<file path="src/gda_pkg.sv">
`timescale 1ns / 1ps
// shared types, constants and calendar tables for the gregorian date unit
// no dependencies; used by every module of the block

package gda_pkg;

	localparam int YEAR_LIMIT = 16383;

	// day count of the years 0 .. YEAR_LIMIT, the last valid ordinal day
	localparam int YL1       = YEAR_LIMIT + 1;
	localparam int DBY_LIMIT = YL1 * 365 + (YL1 + 3) / 4 - (YL1 + 99) / 100 + (YL1 + 399) / 400;

	// reciprocal constants: q100 = (x * R100) >> 19, q400 = (x * R100) >> 21
	localparam logic [12:0] RECIP100  = 13'd5243;
	// year estimate: y ~ (n * RECIP_YR) >> 30, corrected by the year walks
	localparam logic [21:0] RECIP_YR  = 22'd2939805;
	// exact floor(x / 7) for x below 2^23: (x * RECIP7) >> 29
	localparam logic [26:0] RECIP7    = 27'd76695845;

	// datapath operations
	localparam logic [4:0] OP_NONE   = 5'd0;
	localparam logic [4:0] OP_LOAD   = 5'd1;
	localparam logic [4:0] OP_DBY_A  = 5'd2;
	localparam logic [4:0] OP_ORD_A  = 5'd3;
	localparam logic [4:0] OP_DBY_B  = 5'd4;
	localparam logic [4:0] OP_DIFF   = 5'd5;
	localparam logic [4:0] OP_DBY_YA = 5'd6;
	localparam logic [4:0] OP_DOY    = 5'd7;
	localparam logic [4:0] OP_W_MUL  = 5'd8;
	localparam logic [4:0] OP_W_FIN  = 5'd9;
	localparam logic [4:0] OP_SUM    = 5'd10;
	localparam logic [4:0] OP_EST    = 5'd11;
	localparam logic [4:0] OP_DBY_Y  = 5'd12;
	localparam logic [4:0] OP_DOWN   = 5'd13;
	localparam logic [4:0] OP_DBY_U  = 5'd14;
	localparam logic [4:0] OP_UP     = 5'd15;
	localparam logic [4:0] OP_MONTH  = 5'd16;

	// request codes
	localparam logic [1:0] REQ_DIFF = 2'd0;
	localparam logic [1:0] REQ_ADD  = 2'd1;
	localparam logic [1:0] REQ_WDAY = 2'd2;
	localparam logic [1:0] REQ_DOY  = 2'd3;

	typedef struct packed {
		logic [4:0] op;
		logic       commit;
	} cmd_t;

	typedef struct packed {
		logic [1:0] req;
		logic       bad;
		logic       down;
		logic       up;
		logic       mstep;
	} status_t;

	localparam logic [8:0] CUM_DAYS [12] = '{9'd0, 9'd31, 9'd59, 9'd90, 9'd120, 9'd151,
		9'd181, 9'd212, 9'd243, 9'd273, 9'd304, 9'd334};
	localparam logic [4:0] MONTH_DAYS [12] = '{5'd31, 5'd28, 5'd31, 5'd30, 5'd31, 5'd30,
		5'd31, 5'd31, 5'd30, 5'd31, 5'd30, 5'd31};

	// days before month m (1..12) of a year
	function automatic logic [8:0] days_before_month(input logic [3:0] m, input logic leap);
		logic [3:0] idx;
		logic [8:0] s;
		idx = m - 4'd1;
		s = (idx < 4'd12) ? CUM_DAYS[idx] : 9'd0;
		if (leap && m > 4'd2)
			s = s + 9'd1;
		return s;
	endfunction

	function automatic logic [4:0] month_len(input logic [3:0] m, input logic leap);
		logic [3:0] idx;
		logic [4:0] l;
		idx = m - 4'd1;
		l = (idx < 4'd12) ? MONTH_DAYS[idx] : 5'd31;
		if (leap && m == 4'd2)
			l = 5'd29;
		return l;
	endfunction

endpackage

</file>
<file path="src/gda_ctrl.sv">
`timescale 1ns / 1ps
// controller state machine of the gregorian date unit
// depends on gda_pkg; drives gda_datapath through cmd_t and reads status_t

module gda_ctrl (
	input  logic              clk,
	input  logic              arst_n,
	input  logic              start,
	output logic              busy,
	output logic              done,
	output gda_pkg::cmd_t     cmd,
	input  gda_pkg::status_t  st
);

	localparam logic [3:0] S_IDLE = 4'd0;
	localparam logic [3:0] S_OA1  = 4'd1;
	localparam logic [3:0] S_OA2  = 4'd2;
	localparam logic [3:0] S_OB1  = 4'd3;
	localparam logic [3:0] S_DIFF = 4'd4;
	localparam logic [3:0] S_YA1  = 4'd5;
	localparam logic [3:0] S_DOY  = 4'd6;
	localparam logic [3:0] S_W1   = 4'd7;
	localparam logic [3:0] S_W2   = 4'd8;
	localparam logic [3:0] S_SUM  = 4'd9;
	localparam logic [3:0] S_EST  = 4'd10;
	localparam logic [3:0] S_Y1   = 4'd11;
	localparam logic [3:0] S_Y2   = 4'd12;
	localparam logic [3:0] S_U1   = 4'd13;
	localparam logic [3:0] S_U2   = 4'd14;
	localparam logic [3:0] S_MON  = 4'd15;

	logic [3:0] state_q, state_d;
	logic       done_q;

	always_comb begin
		state_d    = state_q;
		cmd.op     = gda_pkg::OP_NONE;
		cmd.commit = 1'b0;
		unique case (state_q)
			S_IDLE: begin
				if (start) begin
					cmd.op  = gda_pkg::OP_LOAD;
					state_d = S_OA1;
				end
			end
			S_OA1: begin
				cmd.op  = gda_pkg::OP_DBY_A;
				state_d = S_OA2;
			end
			S_OA2: begin
				cmd.op = gda_pkg::OP_ORD_A;
				unique case (st.req)
					gda_pkg::REQ_DIFF: state_d = S_OB1;
					gda_pkg::REQ_ADD:  state_d = S_SUM;
					gda_pkg::REQ_WDAY: state_d = S_W1;
					default:           state_d = S_YA1;
				endcase
			end
			S_OB1: begin
				cmd.op  = gda_pkg::OP_DBY_B;
				state_d = S_DIFF;
			end
			S_DIFF: begin
				cmd.op     = gda_pkg::OP_DIFF;
				cmd.commit = 1'b1;
				state_d    = S_IDLE;
			end
			S_YA1: begin
				cmd.op  = gda_pkg::OP_DBY_YA;
				state_d = S_DOY;
			end
			S_DOY: begin
				cmd.op     = gda_pkg::OP_DOY;
				cmd.commit = 1'b1;
				state_d    = S_IDLE;
			end
			S_W1: begin
				cmd.op  = gda_pkg::OP_W_MUL;
				state_d = S_W2;
			end
			S_W2: begin
				cmd.op     = gda_pkg::OP_W_FIN;
				cmd.commit = 1'b1;
				state_d    = S_IDLE;
			end
			S_SUM: begin
				cmd.op = gda_pkg::OP_SUM;
				if (st.bad) begin
					cmd.commit = 1'b1;
					state_d    = S_IDLE;
				end else begin
					state_d = S_EST;
				end
			end
			S_EST: begin
				cmd.op  = gda_pkg::OP_EST;
				state_d = S_Y1;
			end
			S_Y1: begin
				cmd.op  = gda_pkg::OP_DBY_Y;
				state_d = S_Y2;
			end
			S_Y2: begin
				cmd.op  = gda_pkg::OP_DOWN;
				state_d = st.down ? S_Y1 : S_U1;
			end
			S_U1: begin
				cmd.op  = gda_pkg::OP_DBY_U;
				state_d = S_U2;
			end
			S_U2: begin
				cmd.op  = gda_pkg::OP_UP;
				state_d = st.up ? S_U1 : S_MON;
			end
			S_MON: begin
				cmd.op = gda_pkg::OP_MONTH;
				if (!st.mstep) begin
					cmd.commit = 1'b1;
					state_d    = S_IDLE;
				end
			end
			default: state_d = S_IDLE;
		endcase
	end

	always_ff @(posedge clk or negedge arst_n) begin
		if (!arst_n) begin
			state_q <= S_IDLE;
			done_q  <= 1'b0;
		end else begin
			state_q <= state_d;
			done_q  <= cmd.commit;
		end
	end

	assign busy = (state_q != S_IDLE);
	assign done = done_q;

endmodule

</file>
<file path="src/gda_datapath.sv">
`timescale 1ns / 1ps
// datapath of the gregorian date unit: operand registers, day count unit,
// year and month walk registers, result registers; depends on gda_pkg

module gda_datapath (
	input  logic                clk,
	input  gda_pkg::cmd_t       cmd,
	output gda_pkg::status_t    st,
	input  logic [1:0]          req_type,
	input  logic [13:0]         year_a,
	input  logic [3:0]          month_a,
	input  logic [4:0]          day_a,
	input  logic [13:0]         year_b,
	input  logic [3:0]          month_b,
	input  logic [4:0]          day_b,
	input  logic signed [23:0]  day_offset,
	output logic signed [23:0]  number_out,
	output logic [13:0]         year_out,
	output logic [3:0]          month_out,
	output logic [4:0]          day_out,
	output logic                range_error
);

	logic [1:0]         req_q;
	logic [13:0]        ya_q, yb_q;
	logic [3:0]         ma_q, mb_q;
	logic [4:0]         da_q, db_q;
	logic signed [23:0] off_q;

	logic [14:0]        y_s1;
	logic [7:0]         q100_s1;
	logic [5:0]         q400_s1;

	logic signed [25:0] oa_q;
	logic [22:0]        n_q;
	logic [14:0]        y_q;
	logic [23:0]        dbyy_q;
	logic               leap_q;
	logic [8:0]         r_q;
	logic [3:0]         m_q;
	logic [19:0]        q7_q;

	// day count unit, first half: quotients by reciprocal multiply
	logic [14:0] ysel;
	logic [29:0] p100, p400;

	always_comb begin
		case (cmd.op)
			gda_pkg::OP_DBY_A:  ysel = 15'(ya_q) + ((ma_q > 4'd12) ? 15'd1 : 15'd0);
			gda_pkg::OP_DBY_B:  ysel = 15'(yb_q) + ((mb_q > 4'd12) ? 15'd1 : 15'd0);
			gda_pkg::OP_DBY_YA: ysel = 15'(ya_q);
			gda_pkg::OP_DBY_U:  ysel = y_q + 15'd1;
			default:            ysel = y_q;
		endcase
	end

	assign p100 = 30'(17'(ysel) + 17'd99) * 30'(gda_pkg::RECIP100);
	assign p400 = 30'(17'(ysel) + 17'd399) * 30'(gda_pkg::RECIP100);

	always_ff @(posedge clk) begin
		y_s1    <= ysel;
		q100_s1 <= 8'(p100 >> 19);
		q400_s1 <= 6'(p400 >> 21);
	end

	// second half: day count before the year, and its leap flag
	logic [23:0] dby2;
	logic        leap2;

	assign dby2 = 24'(24'(y_s1) * 24'd365) + 24'((16'(y_s1) + 16'd3) >> 2)
		- 24'(q100_s1) + 24'(q400_s1);
	assign leap2 = (y_s1[1:0] == 2'b00)
		&& ((16'(q100_s1) * 16'd100 != 16'(y_s1)) || (16'(q400_s1) * 16'd400 == 16'(y_s1)));

	// ordinal day of the date whose year is in the day count unit
	logic [3:0]         msel, madj;
	logic [4:0]         dsel;
	logic signed [25:0] ord2;

	always_comb begin
		msel = (cmd.op == gda_pkg::OP_DIFF) ? mb_q : ma_q;
		dsel = (cmd.op == gda_pkg::OP_DIFF) ? db_q : da_q;
		madj = (msel > 4'd12) ? msel - 4'd12 : msel;
		if (msel == 4'd0)
			ord2 = $signed(26'(dby2)) + $signed(26'(dsel)) - 26'sd31;
		else
			ord2 = $signed(26'(dby2)) + $signed(26'(gda_pkg::days_before_month(madj, leap2)))
				+ $signed(26'(dsel));
	end

	// add request: target day, range check, year estimate
	logic signed [25:0] t_sum;
	logic               bad;
	logic [44:0]        p_est;

	assign t_sum = oa_q + 26'(off_q);
	assign bad   = (t_sum < 26'sd1) || (t_sum > $signed(26'(gda_pkg::DBY_LIMIT)));
	assign p_est = 45'(n_q) * 45'(gda_pkg::RECIP_YR);

	// weekday: mod 7 of a shifted, nonnegative ordinal
	logic [22:0] wx;
	logic [49:0] p7;
	logic [2:0]  r7;

	assign wx = 23'(oa_q + 26'sd39);
	assign p7 = 50'(wx) * 50'(gda_pkg::RECIP7);
	assign r7 = 3'(wx - 23'(q7_q) * 23'd7);

	// month walk
	logic [4:0] mlen;
	assign mlen = gda_pkg::month_len(m_q, leap_q);

	assign st.req   = req_q;
	assign st.bad   = bad;
	assign st.down  = (y_q != 15'd0) && (dby2 > 24'(n_q));
	assign st.up    = (dby2 <= 24'(n_q));
	assign st.mstep = (m_q < 4'd12) && (r_q >= 9'(mlen));

	always_ff @(posedge clk) begin
		case (cmd.op)
			gda_pkg::OP_LOAD: begin
				req_q <= req_type;
				ya_q  <= year_a;
				ma_q  <= month_a;
				da_q  <= day_a;
				yb_q  <= year_b;
				mb_q  <= month_b;
				db_q  <= day_b;
				off_q <= day_offset;
			end
			gda_pkg::OP_ORD_A: oa_q <= ord2;
			gda_pkg::OP_W_MUL: q7_q <= 20'(p7 >> 29);
			gda_pkg::OP_SUM:   n_q <= 23'(t_sum - 26'sd1);
			gda_pkg::OP_EST:   y_q <= 15'(p_est >> 30);
			gda_pkg::OP_DOWN: begin
				if (st.down) begin
					y_q <= y_q - 15'd1;
				end else begin
					dbyy_q <= dby2;
					leap_q <= leap2;
				end
			end
			gda_pkg::OP_UP: begin
				if (st.up) begin
					y_q    <= y_q + 15'd1;
					dbyy_q <= dby2;
					leap_q <= leap2;
				end else begin
					r_q <= 9'(24'(n_q) - dbyy_q);
					m_q <= 4'd1;
				end
			end
			gda_pkg::OP_MONTH: begin
				if (st.mstep) begin
					r_q <= r_q - 9'(mlen);
					m_q <= m_q + 4'd1;
				end
			end
			default: ;
		endcase
	end

	// result values selected by the finishing operation
	logic signed [23:0] num_d;
	logic [13:0]        yr_d;
	logic [3:0]         mo_d;
	logic [4:0]         dy_d;
	logic               err_d;

	always_comb begin
		num_d = '0;
		yr_d  = '0;
		mo_d  = '0;
		dy_d  = '0;
		err_d = 1'b0;
		case (cmd.op)
			gda_pkg::OP_DIFF:  num_d = 24'(oa_q - ord2);
			gda_pkg::OP_DOY:   num_d = 24'(oa_q - $signed(26'(dby2)));
			gda_pkg::OP_W_FIN: num_d = 24'(r7) + 24'sd1;
			gda_pkg::OP_SUM:   err_d = 1'b1;
			gda_pkg::OP_MONTH: begin
				yr_d = 14'(y_q);
				mo_d = m_q;
				dy_d = 5'(r_q + 9'd1);
			end
			default: ;
		endcase
	end

	// result registers
	always_ff @(posedge clk) begin
		if (cmd.commit) begin
			number_out  <= num_d;
			year_out    <= yr_d;
			month_out   <= mo_d;
			day_out     <= dy_d;
			range_error <= err_d;
		end
	end

endmodule

</file>
<file path="src/gregorian_date_arithmetic.sv">
`timescale 1ns / 1ps
// top level of the gregorian date unit
// depends on gda_pkg, gda_ctrl and gda_datapath

// A request is taken when start is high and busy is low; its single result
// appears in the cycle after the last work step, on the result ports with
// done high for exactly one cycle, and the receiver cannot stall it. An add
// whose sum is out of range ends at the sum step; otherwise the year walks
// pass each step through the shared day count unit (reciprocal multiply,
// then the day sum), and the month walk passes one month per cycle. One
// request is worked at a time; busy drops in the cycle the result shows, so
// the next transaction may start then.

module gregorian_date_arithmetic (
	input  logic               clk,
	input  logic               arst_n,
	input  logic               start,
	output logic               busy,
	input  logic [1:0]         req_type,
	input  logic [13:0]        year_a,
	input  logic [3:0]         month_a,
	input  logic [4:0]         day_a,
	input  logic [13:0]        year_b,
	input  logic [3:0]         month_b,
	input  logic [4:0]         day_b,
	input  logic signed [23:0] day_offset,
	output logic               done,
	output logic signed [23:0] number_out,
	output logic [13:0]        year_out,
	output logic [3:0]         month_out,
	output logic [4:0]         day_out,
	output logic               range_error
);

	// command and status between sequencer and datapath
	gda_pkg::cmd_t    cmd;
	gda_pkg::status_t st;

	gda_ctrl u_ctrl (
		.clk    (clk),
		.arst_n (arst_n),
		.start  (start),
		.busy   (busy),
		.done   (done),
		.cmd    (cmd),
		.st     (st)
	);

	gda_datapath u_dp (
		.clk         (clk),
		.cmd         (cmd),
		.st          (st),
		.req_type    (req_type),
		.year_a      (year_a),
		.month_a     (month_a),
		.day_a       (day_a),
		.year_b      (year_b),
		.month_b     (month_b),
		.day_b       (day_b),
		.day_offset  (day_offset),
		.number_out  (number_out),
		.year_out    (year_out),
		.month_out   (month_out),
		.day_out     (day_out),
		.range_error (range_error)
	);

endmodule

</file>
<file path="config.mk">
export PLATFORM = sky130hd
export DESIGN_NAME = gregorian_date_arithmetic
export DESIGN_NICKNAME = d
export VERILOG_FILES = /design/src/gda_pkg.sv /design/src/gda_ctrl.sv /design/src/gda_datapath.sv /design/src/gregorian_date_arithmetic.sv
export SDC_FILE = /design/constraint.sdc
export NUM_CORES = 2
export LEC_CHECK = 0
export ABC_AREA = 1
export BUFFER_PORTS_ARGS = -buffer_cell sky130_fd_sc_hd__buf_2
export CAP_MARGIN = 20
export CORE_MARGIN = 2
export CORE_UTILIZATION = 60
export CTS_CLUSTER_SIZE = 24
export DETAILED_ROUTE_END_ITERATION = 8
export GPL_TIMING_DRIVEN = 0
export PLACE_DENSITY = 0.77
export SETUP_SLACK_MARGIN = 0.4
export SYNTH_ARGS = -nofsm -noshare
export SYNTH_HDL_FRONTEND = slang
export SYNTH_HIERARCHICAL = 1
export SYNTH_SLANG_ARGS = --single-unit
</file>
<file path="constraint.sdc">
create_clock -name clk -period 10.1 [get_ports clk]
set_input_delay 1.01 -clock clk [delete_from_list [all_inputs] [get_ports clk]]
set_output_delay 1.01 -clock clk [all_outputs]
set_load 0.005 [all_outputs]
</file>
==> run_results.csv <==
group,metric,value,unit
outcome,status,"completed",
drt,firstDrtPassIters,6,
worst_hold_path,min_path_type,"in2async",
drt,antenna_left,0,
synthesis,syn_nets,6685,
sta,setup-tns-final,0,ns
clock_network,htree_levels,1,
die,dieArea,0.0778,mm2
sta,fin_crit_sh,0.896,
setup_path,crit_path_max_incr_delay,0.53,ns
clock_network,cts_tree,"done",
synthesis,ys_seq_area_frac,0.155,
cells_and_area,n_fill_cell,6247,
setup_path,path_class,"reg2reg",
sta,fmax,0.111,GHz
drt,routed.top_layer,"met4",
die,start_util,0.607,
cells_and_area,drive_gt1_frac,0.0629,
die,dieWidth,279,um
grt,grt_max_degree,50,
setup_path,cp.arrival,9.46,ns
setup_path,cp_max_fo,6,
sta,rsz0062_at_grt,"yes",
drt,wl_per_cell,17.9,um
synthesis,synth_flop_cell,"edfxtp_1",
synthesis,synth_area_leaders,"fa_1, ha_1, edfxtp_1, inv_1, nand2_1",
drt,num_vias,35263,
cells_and_area,regArea,0.00701,mm2
die,die_h,279,um
sta,hold_violations,0,
drt,drc,0,
grt,antenna_found_initial,0,
clock_network,cts_made_buffers,29,
synthesis,syn_inst,5239,
setup_path,crit_path_top_delay_cell,"dfxtp_1",
clock_network,cts.sinks,244,
grt,first_global_vias,36042,
drt,wl_met2,54600,um
flow_run,maxCapViolations,0,
setup_path,startpoint_type,"flip-flop",
grt,overflow,0,
cells_and_area,final_util,0.647,
drt,drtIter0Drc,2436,
synthesis,syn_area,0.0454,mm2
sta,skew,0.0412,ns
grt,track_usage,0.301,
setup_path,required,10.51,ns
cells_and_area,layout.nets,6846,
die,core,0.0747,mm2
setup_path,critPathCaptureType,"flip-flop",
die,io_pins,125,
placement,pre_cts_slack,0.689,ns
cells_and_area,area_growth,6.48,%
sta,slew_headroom,0.286,
clock_network,clkLatencyLatePin,0.60,ns
cells_and_area,multiInputGateArea,0.0334,mm2
drt,dr_wl_met3,6620,um
grt,grt_pass1_wl,186000,um
sta,finalSetupViolations,0,
synthesis,yosysUniqueCellTypes,71,
placement,dp_hpwl,98800,um
sta,setup_ws,1.05,ns
synthesis,syn_area_per_cell,8.66,um2
synthesis,ys_seq_elements,244,
die,rows,100,
synthesis,synth_edf_count,210,
drt,wirelength_met1,49000,um
synthesis,async_reset_ff_frac,0.0205,
placement,portBuffers,124,
sta,final.min_clock_period,9.05,ns
synthesis,synth_top_cell_area_share,0.251,
cells_and_area,antennaDiodeCount,0,
sta,max_slew.worst_pin.slew,1.06,ns
clock_network,clockBufferDepth,3,
clock_network,root_buffer,"clkbuf_16",
clock_network,post-cts-setup-buffers,0,
sta,slew_violations,0,
drt,avgViaCountPerCell,5.52,
synthesis,yosys_warnings,6,
placement,gp_congestion,0.954,
synthesis,yosys.area.top_type,"fa_1",
clock_network,cts.clk_slew.worst_paths,0.06,ns
drt,routed_wl,114000,um
[cell type report]
class | count | share of cell area
Inverter | 1291 | 0.100
Timing Repair Buffer | 130 | 0.0148
Clock inverter | 24 | 0.00464
Clock buffer | 30 | 0.0151
Sequential cell | 244 | 0.145
Tap cell | 969 | 0.0251
Buffer | 28 | 0.00295
Multi-Input combinational cell | 3676 | 0.692
[registers in the layout (all words and copies together) (netlist names), 4 cells and up]
name	count
u_dp/oa_q	26
u_dp/number_out	24
u_dp/off_q	24
u_dp/n_q	23
u_dp/y_q	15
u_dp/y_s1	15
u_dp/ya_q	14
u_dp/yb_q	14
u_dp/year_out	14
u_dp/dbyy_q	9
u_dp/r_q	9
u_dp/q100_s1	8
u_dp/q400_s1	6
u_dp/da_q	5
u_dp/day_out	5
u_dp/db_q	5
u_ctrl/state_q	4
u_dp/m_q	4
u_dp/ma_q	4
u_dp/mb_q	4
u_dp/month_out	4
[path summary, 6_finish.rpt]
path,endpoint,cells after the start,from,slack [ns]
max in group asynchronous,u_ctrl/state_q[2],1,arst_n,9.69
max,u_dp/number_out[22],38,u_dp/y_s1[1],1.05
min reg2reg,u_ctrl/state_q[3],2,u_ctrl/state_q[3],0.60
min in group clk,u_dp/db_q[2],1,day_b[2],0.58
max reg2reg,u_dp/number_out[22],38,u_dp/y_s1[1],1.05
min,u_ctrl/state_q[1],1,arst_n,0.24
[layout by cell type (no fill, tap or decap), types with 23 or more instances in the layout]
master,count
fa_1,568
o211ai_1,23
clkbuf_16,29
xor2_1,134
ha_1,803
nor3_1,60
inv_1,1258
edfxtp_1,210
nand4_1,68
o21ai_0,175
a21oi_1,249
nor2_1,330
xnor2_1,63
buf_2,127
dfxtp_1,27
nand3_1,180
nand2_1,731
inv_2,31
[stage by stage]
| stage | cells | area, um2 | hold slack [ns] |
|---|---|---|---|
| detailed placement | 6338 | 47300 | 0.574 |
| CTS | 6392 | 48300 | 0.217 |
| global route | 6392 | 48300 | 0.227 |
| finish | 6392 | 48300 | 0.241 |
| global placement | 6332 | 47200 | 0.576 |
| floorplan | 5239 | 45400 | 0.514 |
[timing repair]
action	4_1_cts	5_1_grt
resized for setup	0	8
endpoints found under the setup margin	0	6
hold buffers	0	0
hold endpoints to repair	0	0
[Yosys cell counts (29+ instances only)]
library cell and count:
inv_1 1258, ha_1 803, nand2_1 731, fa_1 568
nor2_1 333, a21oi_1 252, edfxtp_1 210, nand3_1 181
o21ai_0 177, xor2_1 136, nand4_1 68, xnor2_1 63
nor3_1 61, inv_2 31, dfxtp_1 29
[cell families (layout without fill, tap and decap cells)]
logic type / after synthesis / after routing / synth area share
compound gates: 596 / 596 / 0.0746
flops: 244 / 244 / 0.155
mux: 3 / 3 / 0.000662
buf+inv: 1319 / 1503 / 0.110
fa+ha+maj: 1371 / 1371 / 0.472
xor+xnor: 202 / 202 / 0.0398
simple gates: 1504 / 1504 / 0.148
[layer usage]
metal  vias up  GRT usage
met3       201     0.0335
met1     16994      0.401
met2      1040      0.514
li1      17028          -
met4         0     0.0950
met5         -          0
[worst max-delay path: cells and delay by family, from the launching register on]
kind / cells / cell delay (ns)
AO/OA/AOI/OAI: 10 / 1.74
XOR/XNOR: 3 / 0.65
adder cells (fa/ha/maj): 9 / 3.70
buffers and inverters: 5 / 0.31
flip-flops: 1 / 0.53
AND/OR/NAND/NOR: 11 / 1.91
Power is left out: the tool's default activity adds up to more than one toggle a clock period on the data nets, which glitch-free logic cannot reach.
